### src/rtl/vcc_pkg.sv
// ----------------------------------------------------------------------------
// vcc_pkg
// Shared types and constants for the VID code / voltage converter: VID
// modes, status codes, register indexes and reciprocal multipliers.
// ----------------------------------------------------------------------------
package vcc_pkg;

  localparam int UV_W   = 22;  // microvolt fields
  localparam int MV_W   = 12;  // millivolt result
  localparam int CODE_W = 10;  // encoded vid code
  localparam int VID_W  = 8;   // vid code to decode
  localparam int ENC_MV_W = 13;  // target truncated to mV (max 4194)
  localparam int NUM_W  = 18;  // encode numerator (max 135312)

  typedef enum logic [2:0] {
    MODE_VR11  = 3'd0,
    MODE_VR12  = 3'd1,
    MODE_VR13  = 3'd2,
    MODE_IMVP9 = 3'd3,
    MODE_AMD   = 3'd4
  } mode_t;

  typedef enum logic [1:0] {
    STATUS_OK     = 2'd0,
    STATUS_ZERO   = 2'd1,
    STATUS_RANGE  = 2'd2,
    STATUS_UNSUPP = 2'd3
  } status_t;

  typedef enum logic [2:0] {
    CFG_MODE_A   = 3'd0,
    CFG_MODE_B   = 3'd1,
    CFG_MIN_UV_A = 3'd2,
    CFG_MAX_UV_A = 3'd3,
    CFG_MIN_UV_B = 3'd4,
    CFG_MAX_UV_B = 3'd5
  } cfg_idx_t;

  // floor(x/1000) = (x * RECIP_1000) >> 32, exact for x < 2^22
  localparam logic [22:0] RECIP_1000 = 23'd4294968;
  // floor(n/5) = (n * 6554) >> 15 and floor(n/10) = (n * 6554) >> 16, n < 2^14
  localparam logic [18:0] RECIP_5_10 = 19'd6554;
  // floor(n/625) = (n * RECIP_625) >> 28, exact for n < 2^18
  localparam logic [18:0] RECIP_625  = 19'd429497;

endpackage

### src/rtl/vcc_decode.sv
// ----------------------------------------------------------------------------
// vcc_decode
// Maps an 8-bit VID code to millivolts for one VID mode, rounding to the
// nearest millivolt. Codes outside a mode's window give 0.
// ----------------------------------------------------------------------------
module vcc_decode (
  input  vcc_pkg::mode_t                mode,
  input  logic [vcc_pkg::VID_W-1:0]     vid_code,
  output logic [vcc_pkg::MV_W-1:0]      millivolts
);

  logic [7:0]  vr11_k;
  logic [12:0] vr11_x;
  logic [12:0] amd_x;
  logic [11:0] code_ext;

  // (160050 - 625k) / 100 == (6402 - 25k) / 4, same idea for the amd table
  assign vr11_k   = vid_code - 8'd2;
  assign vr11_x   = 13'd6402 - ({5'd0, vr11_k} * 13'd25);
  assign amd_x    = 13'd6202 - ({5'd0, vid_code} * 13'd25);
  assign code_ext = {4'd0, vid_code};

  always_comb begin
    millivolts = '0;
    case (mode)
      vcc_pkg::MODE_VR11: begin
        if (vid_code >= 8'h02 && vid_code <= 8'hb2) begin
          millivolts = {1'b0, vr11_x[12:2]};
        end
      end
      vcc_pkg::MODE_VR12: begin
        if (vid_code != 8'd0) begin
          millivolts = 12'd245 + (code_ext * 12'd5);
        end
      end
      vcc_pkg::MODE_VR13: begin
        if (vid_code != 8'd0) begin
          millivolts = 12'd490 + (code_ext * 12'd10);
        end
      end
      vcc_pkg::MODE_IMVP9: begin
        if (vid_code != 8'd0) begin
          millivolts = 12'd190 + (code_ext * 12'd10);
        end
      end
      vcc_pkg::MODE_AMD: begin
        if (vid_code <= 8'hd8) begin
          millivolts = {1'b0, amd_x[12:2]};
        end
      end
      default: millivolts = '0;
    endcase
  end

endmodule

### src/rtl/vid_code_voltage_converter.sv
// ----------------------------------------------------------------------------
// vid_code_voltage_converter
// VID code / millivolt converter for two regulator loops, three-stage pipe.
// ----------------------------------------------------------------------------
// Usage:
//   in_*   : one word per conversion; in_cmd 0 decodes in_vid_code to mV,
//            in_cmd 1 encodes in_target_uv to a VID code. in_loop_select
//            picks the loop whose mode and min/max window apply.
//   out_*  : one word per input word, in order: out_millivolts,
//            out_code_out and out_status.
//   cfg_*  : register writes (mode and window per loop), one per cycle when
//            cfg_wr_en is high; write only while the pipe is empty.
// An accepted word passes through the stage 1, stage 2 and stage 3 registers;
// out_valid is the stage 3 valid, and the word leaves when out_ready is high.
// Throughput is one word per cycle while out_ready stays high: stage 1 selects
// the loop, checks the window and scales uV to mV with a reciprocal multiply,
// stage 2 forms the encode numerator, stage 3 divides it by the mode step with a
// second reciprocal multiply and holds the result as the output register.
// When out_ready is low the stages fill up and in_ready drops only once
// every stage holds a word; nothing is dropped or repeated.
// Synchronous reset empties the pipe and sets both loops to VR13 mode with
// a zero window.
// ----------------------------------------------------------------------------
module vid_code_voltage_converter (
  input  logic                            clk,
  input  logic                            rst_n,
  input  logic                            in_valid,
  output logic                            in_ready,
  input  logic                            in_cmd,
  input  logic                            in_loop_select,
  input  logic [vcc_pkg::VID_W-1:0]       in_vid_code,
  input  logic [vcc_pkg::UV_W-1:0]        in_target_uv,
  output logic                            out_valid,
  input  logic                            out_ready,
  output logic [vcc_pkg::MV_W-1:0]        out_millivolts,
  output logic [vcc_pkg::CODE_W-1:0]      out_code_out,
  output logic [1:0]                      out_status,
  input  logic                            cfg_wr_en,
  input  logic [2:0]                      cfg_index,
  input  logic [vcc_pkg::UV_W-1:0]        cfg_wdata
);

  // configuration
  vcc_pkg::mode_t               mode_a_r, mode_b_r;
  logic [vcc_pkg::UV_W-1:0]     min_a_r, max_a_r, min_b_r, max_b_r;

  // stage 1
  logic                         v1_r;
  logic                         cmd1_r;
  vcc_pkg::mode_t               mode1_r;
  vcc_pkg::status_t             status1_r;
  logic [vcc_pkg::MV_W-1:0]     dec1_r;
  logic [vcc_pkg::ENC_MV_W-1:0] mv1_r;

  // stage 2
  logic                         v2_r;
  logic                         cmd2_r;
  vcc_pkg::mode_t               mode2_r;
  vcc_pkg::status_t             status2_r;
  logic [vcc_pkg::MV_W-1:0]     dec2_r;
  logic [vcc_pkg::NUM_W-1:0]    num2_r;
  logic                         under2_r;

  // stage 3 / output
  logic                         v3_r;
  logic [vcc_pkg::MV_W-1:0]     mv3_r;
  logic [vcc_pkg::CODE_W-1:0]   code3_r;
  vcc_pkg::status_t             status3_r;

  logic rdy1, rdy2, rdy3;
  logic in_fire;

  assign rdy3     = !v3_r || out_ready;
  assign rdy2     = !v2_r || rdy3;
  assign rdy1     = !v1_r || rdy2;
  assign in_ready = rdy1;
  assign in_fire  = in_valid && rdy1;

  // configuration registers
  always_ff @(posedge clk) begin
    if (!rst_n) begin
      mode_a_r <= vcc_pkg::MODE_VR13;
      mode_b_r <= vcc_pkg::MODE_VR13;
      min_a_r  <= '0;
      max_a_r  <= '0;
      min_b_r  <= '0;
      max_b_r  <= '0;
    end else if (cfg_wr_en) begin
      case (cfg_index)
        vcc_pkg::CFG_MODE_A:   mode_a_r <= vcc_pkg::mode_t'(cfg_wdata[2:0]);
        vcc_pkg::CFG_MODE_B:   mode_b_r <= vcc_pkg::mode_t'(cfg_wdata[2:0]);
        vcc_pkg::CFG_MIN_UV_A: min_a_r  <= cfg_wdata;
        vcc_pkg::CFG_MAX_UV_A: max_a_r  <= cfg_wdata;
        vcc_pkg::CFG_MIN_UV_B: min_b_r  <= cfg_wdata;
        vcc_pkg::CFG_MAX_UV_B: max_b_r  <= cfg_wdata;
        default: ;
      endcase
    end
  end

  // ---------------- stage 1: loop select, checks, uV to mV ----------------
  vcc_pkg::mode_t               mode_sel;
  logic [vcc_pkg::UV_W-1:0]     lo_sel, hi_sel;
  vcc_pkg::status_t             status1_nxt;
  logic [vcc_pkg::MV_W-1:0]     dec1_nxt;
  logic [44:0]                  uv_prod;
  logic [vcc_pkg::ENC_MV_W-1:0] mv1_nxt;

  assign mode_sel = in_loop_select ? mode_b_r : mode_a_r;
  assign lo_sel   = in_loop_select ? min_b_r  : min_a_r;
  assign hi_sel   = in_loop_select ? max_b_r  : max_a_r;
  assign uv_prod  = {23'd0, in_target_uv} * {22'd0, vcc_pkg::RECIP_1000};
  assign mv1_nxt  = uv_prod[44:32];

  always_comb begin
    status1_nxt = vcc_pkg::STATUS_OK;
    if (in_cmd) begin
      if (in_target_uv == '0) begin
        status1_nxt = vcc_pkg::STATUS_ZERO;
      end else if (in_target_uv > hi_sel || in_target_uv < lo_sel) begin
        status1_nxt = vcc_pkg::STATUS_RANGE;
      end else begin
        case (mode_sel)
          vcc_pkg::MODE_VR12,
          vcc_pkg::MODE_VR13,
          vcc_pkg::MODE_IMVP9,
          vcc_pkg::MODE_AMD: status1_nxt = vcc_pkg::STATUS_OK;
          default:           status1_nxt = vcc_pkg::STATUS_UNSUPP;
        endcase
      end
    end
  end

  vcc_decode u_decode (
    .mode       (mode_sel),
    .vid_code   (in_vid_code),
    .millivolts (dec1_nxt)
  );

  always_ff @(posedge clk) begin
    if (!rst_n) begin
      v1_r <= 1'b0;
    end else if (rdy1) begin
      v1_r <= in_valid;
    end
  end

  always_ff @(posedge clk) begin
    if (in_fire) begin
      cmd1_r    <= in_cmd;
      mode1_r   <= mode_sel;
      status1_r <= status1_nxt;
      dec1_r    <= dec1_nxt;
      mv1_r     <= mv1_nxt;
    end
  end

  // ---------------- stage 2: encode numerator ----------------
  logic [vcc_pkg::NUM_W-1:0]    num2_nxt;
  logic                         under2_nxt;
  logic [10:0]                  amd_diff;

  assign amd_diff = 11'd1550 - mv1_r[10:0];

  always_comb begin
    num2_nxt   = '0;
    under2_nxt = 1'b1;
    case (mode1_r)
      vcc_pkg::MODE_VR12: begin
        under2_nxt = mv1_r < 13'd250;
        num2_nxt   = {5'd0, mv1_r - 13'd248};
      end
      vcc_pkg::MODE_VR13: begin
        under2_nxt = mv1_r < 13'd500;
        num2_nxt   = {5'd0, mv1_r - 13'd495};
      end
      vcc_pkg::MODE_IMVP9: begin
        under2_nxt = mv1_r < 13'd200;
        num2_nxt   = {5'd0, mv1_r - 13'd195};
      end
      vcc_pkg::MODE_AMD: begin
        under2_nxt = mv1_r < 13'd200 || mv1_r > 13'd1550;
        num2_nxt   = ({7'd0, amd_diff} * 18'd100) + 18'd312;
      end
      default: begin
        under2_nxt = 1'b1;
        num2_nxt   = '0;
      end
    endcase
  end

  always_ff @(posedge clk) begin
    if (!rst_n) begin
      v2_r <= 1'b0;
    end else if (rdy2) begin
      v2_r <= v1_r;
    end
  end

  always_ff @(posedge clk) begin
    if (rdy2 && v1_r) begin
      cmd2_r    <= cmd1_r;
      mode2_r   <= mode1_r;
      status2_r <= status1_r;
      dec2_r    <= dec1_r;
      num2_r    <= num2_nxt;
      under2_r  <= under2_nxt;
    end
  end

  // ---------------- stage 3: divide by step, output register ----------------
  logic [18:0]                  recip;
  logic [36:0]                  quot_prod;
  logic [vcc_pkg::CODE_W-1:0]   quot;
  logic [vcc_pkg::CODE_W-1:0]   code3_nxt;
  logic [vcc_pkg::MV_W-1:0]     mv3_nxt;

  assign recip     = (mode2_r == vcc_pkg::MODE_AMD) ? vcc_pkg::RECIP_625
                                                    : vcc_pkg::RECIP_5_10;
  assign quot_prod = {19'd0, num2_r} * {18'd0, recip};

  always_comb begin
    quot = '0;
    case (mode2_r)
      vcc_pkg::MODE_VR12:  quot = quot_prod[24:15] + 10'd1;
      vcc_pkg::MODE_VR13:  quot = quot_prod[25:16] + 10'd1;
      vcc_pkg::MODE_IMVP9: quot = quot_prod[25:16] + 10'd1;
      vcc_pkg::MODE_AMD:   quot = {1'b0, quot_prod[36:28]};
      default:             quot = '0;
    endcase
  end

  assign code3_nxt = (cmd2_r && status2_r == vcc_pkg::STATUS_OK && !under2_r) ? quot : '0;
  assign mv3_nxt   = cmd2_r ? '0 : dec2_r;

  always_ff @(posedge clk) begin
    if (!rst_n) begin
      v3_r <= 1'b0;
    end else if (rdy3) begin
      v3_r <= v2_r;
    end
  end

  always_ff @(posedge clk) begin
    if (rdy3 && v2_r) begin
      mv3_r     <= mv3_nxt;
      code3_r   <= code3_nxt;
      status3_r <= status2_r;
    end
  end

  assign out_valid      = v3_r;
  assign out_millivolts = mv3_r;
  assign out_code_out   = code3_r;
  assign out_status     = status3_r;

endmodule

### config.mk
export PLATFORM = sky130hd
export DESIGN_NAME = vid_code_voltage_converter
export DESIGN_NICKNAME = d
export VERILOG_FILES = /design/src/rtl/vcc_pkg.sv /design/src/rtl/vcc_decode.sv /design/src/rtl/vid_code_voltage_converter.sv
export SDC_FILE = /design/constraint.sdc
export NUM_CORES = 2
export LEC_CHECK = 0
export ABC_CLOCK_PERIOD_IN_PS = 9200
export BUFFER_PORTS_ARGS = -buffer_cell sky130_fd_sc_hd__buf_2
export CAP_MARGIN = 20
export CORE_AREA = 5 5 209 211
export DETAILED_ROUTE_END_ITERATION = 10
export DIE_AREA = 0 0 214 216
export PLACE_DENSITY = 0.92
export SLEW_MARGIN = 20
export SYNTH_ARGS = -nofsm -noshare
export SYNTH_HDL_FRONTEND = slang
export SYNTH_SLANG_ARGS = --single-unit
### constraint.sdc
create_clock -name clk -period 9.2 [get_ports clk]
set_clock_uncertainty 0.1 [all_clocks]
set_input_delay 0.46 -clock clk [delete_from_list [all_inputs] [get_ports clk]]
set_output_delay 0.46 -clock clk [all_outputs]
set_load 0.005 [all_outputs]
==> flow_summary.json <==
{
  "syn-mean-instance-area_um2": 9.414,
  "synth-xor-area-share": 0.04455,
  "hold_viol": 0,
  "initial_drc_count": 2026,
  "vias": 20720,
  "clk_latency_ns": 0.47,
  "root_buffer": "clkbuf_16",
  "holdCritPathClass": "in2reg",
  "run_status": "finished clean",
  "crit_path_max_fanout": 14,
  "timing_worst_setup_path_type": "reg2reg",
  "post_synth_main_area_contributors": "ha_1 (25%), fa_1 (21%), edfxtp_1 (10%), inv_1 (8.6%), dfxtp_1 (7.3%)",
  "cts_made_buffers": 17,
  "total_setup_buffers_inserted_after_cts": 0,
  "setup.reg_to_reg.worst_slack_ns": 0.86,
  "clock_tree.htree_level_count": 4,
  "hpwl_detailed_mm": 54.40,
  "synth_enable_flop_cells": 92,
  "routedWlPerCell_um": 19.36,
  "postRouteAntennaNets": 0,
  "place_congestion": 1.009,
  "data_required_time_of_the_critical_path_ns": 9.40,
  "viasPerCell": 6.005,
  "yosys_warnings": 0,
  "grt_antenna_before_repair": 0,
  "synthSimpleGateAreaFrac": 0.09496,
  "synth_mux_area_frac": 0.02218,
  "crit_slowest_cell": "and2_1",
  "crit_path_start_kind": "flip-flop",
  "drt-total-wl_mm": 66.79,
  "grt_remaining_overflow": 0,
  "floorplan.initialDensity": 0.6431,
  "portBuffers": 87,
  "synthesis.instances": 2840,
  "fin_worst_hold_slack_ns": 0.1637,
  "finalSetupViolCount": 0,
  "rows": 75,
  "grt_pass1_vias": 22270,
  "numClockSinks": 189,
  "max_cap_viol_count": 0,
  "largest_net_degree_at_the_start_of_global_routing": 98,
  "synth_compound_gate_area_share": 0.1075,
  "path_clk_slew_ns": 0.08,
  "worst-endpoint-arrival_ns": 8.54,
  "register_bit_total_from_synthesis": 189,
  "design.portCount": 88,
  "rr_startpoint": "mode2_r[1]$_DFFE_PP_",
  "synth-seq-area-share": 0.1760,
  "timing.critical_path.max_delay_family": "adder cells",
  "grt_usage": 0.2910,
  "synthesis.area_mm2": 0.02674,
  "n_fill_cell": 2894,
  "grt_setup_unrepaired": "false",
  "postSynth.asyncResetShare": 0,
  "chipWidth_um": 214,
  "drive_gt1_frac": 0.05325,
  "maxClockFrequency_mhz": 120.0,
  "crit_start": "mode2_r[1]$_DFFE_PP_",
  "firstDrtPassIters": 8,
  "die_h_um": 216,
  "tritoncts": "built",
  "antenna_diode_instance_count": 0,
  "synth_largest_type_area_fraction": 0.2518,
  "setup-tns-final_ns": 0,
  "post_synth_fa_ha_maj_area_fraction": 0.4592,
  "final_period_minus_worst_setup_slack_ns": 8.336,
  "layout.cell_area.non_filler_mm2": 0.02834,
  "max_slew_margin": 0.2340,
  "synth_top_area_cell": "ha_1",
  "measured_slew_at_the_worst_slew_check_pin_ns": 1.148,
  "cp_slowest_stage_delay_ns": 0.63,
  "fin_nets": 3776,
  "placed_cell_area_mm2": 0.02773,
  "multiInputGateArea_mm2": 0.01956,
  "post_synth_num_cell_types": 74,
  "layout-area-overhead-vs-synth_pct": 6.014,
  "holdBufCountCts": 0,
  "timing.hold.worst.start": "cfg_wdata[16]",
  "sequential_area_mm2": 0.004705,
  "core_mm2": 0.04157,
  "post_synth_top_flop": "dfxtp_1",
  "grt_pass1_wl_mm": 109.6,
  "cts-resized-gates": 0,
  "ctsLongestPathBuffers": 2,
  "drcViolationCount": 0,
  "critical_path.endpoint_type": "flip-flop",
  "dominant_combinational_cell_family_by_area_after_synthesis": "adder cells",
  "finalCoreUtilization": 0.6818,
  "layout_worst_path_cycle_share": 0.9061,
  "slew_viol_final": 0,
  "combined_buffer_and_inverter_count_along_the_critical_path": 4,
  "floorplan.die_area_mm2": 0.04622
}
==> sequential cells by signal, indices dropped and copies added (netlist names), 13 cells and up <==
register,cells
max_a_r,22
max_b_r,22
min_a_r,22
min_b_r,22
mv1_r,13
num2_r,18
==> cell families after synthesis <==
family / Yosys count
AOI/OAI and AO/OA: 416
xor gates and xnor gates: 136
and+or+nand+nor: 546
muxes: 59
other: 2
DFF: 189
adders and majority gates: 815
buffers and inverters: 677
==> synth_stat cells, drive strengths merged, types with 8 or more instances <==
master / number
ha: 538
nand4: 20
o22ai: 11
or2: 11
o21a: 15
nand2b: 11
clkbuf: 58
nor2b: 40
edfxtp: 92
nor2: 62
fa: 277
xnor2: 93
a21o: 40
nand3: 30
and2: 18
inv: 613
dfxtp: 97
o221ai: 8
o21ai: 70
nand2: 277
a21oi: 83
xor2: 43
nor4: 8
a21boi: 96
mux2i: 57
nor3: 22
a31oi: 14
and3: 27
==> path summary, 6_finish.rpt <==
| kind | endpoint | cells past startpoint |
|---|---|---|
| min | min_a_r[16]$_SDFFE_PN0P_ | 3 |
| max | out_code_out[6]$_SDFFCE_PN0P_ | 27 |
| min reg2reg | status2_r[0]$_DFFE_PP_ | 0 |
| max reg2reg | out_code_out[6]$_SDFFCE_PN0P_ | 27 |
==> stage by stage <==
stage | instances | worst slack (ns)
global route | 3450 | 0.4649
CTS | 3450 | 0.9924
floorplan | 2850 | 2.195
global placement | 3419 | 1.329
finish | 3450 | 0.8635
detailed placement | 3419 | 1.012
==> per-layer routing <==
metal	wire length [µm]	global-route usage	vias to the layer above	part of all wire
met5	0	0	-	0
met4	3721	0.1479	0	0.056
met3	5162	0.05003	300	0.077
met2	33390	0.5208	1038	0.50
met1	24520	0.3371	9967	0.37
li1	-	-	9411	-
==> layout by cell type (no fill, tap or decap), types with 21 or more instances in the layout <==
| master | count |
|---|---|
| buf_2 | 87 |
| fa_1 | 277 |
| ha_1 | 538 |
| nor2b_1 | 39 |
| a21o_1 | 40 |
| a21oi_1 | 82 |
| nor3_1 | 21 |
| nand3_1 | 30 |
| a21boi_0 | 95 |
| inv_1 | 613 |
| xnor2_1 | 93 |
| o21ai_0 | 66 |
| dfxtp_1 | 97 |
| xor2_1 | 43 |
| nor2_1 | 60 |
| edfxtp_1 | 92 |
| mux2i_1 | 57 |
| nand2_1 | 276 |
| and3_1 | 27 |
==> tightest hold or removal path, stage by stage <==
cell,delay (ns)
buf_2,0.12
nand2_1,0.05
a21boi_0,0.06
==> area by class of cell <==
| class | instances | share of cell area |
|---|---|---|
| multi-input cells | 1984 | 0.6902 |
| flip-flops and latches | 189 | 0.1660 |
| inverters | 613 | 0.08118 |
| well taps | 539 | 0.02379 |
| repair buffers | 94 | 0.01722 |
| clock buffers | 17 | 0.01501 |
| clock inverters | 14 | 0.006578 |
Power is left out: the tool's default activity adds up to more than one toggle a clock period on the data nets, which glitch-free logic cannot reach.
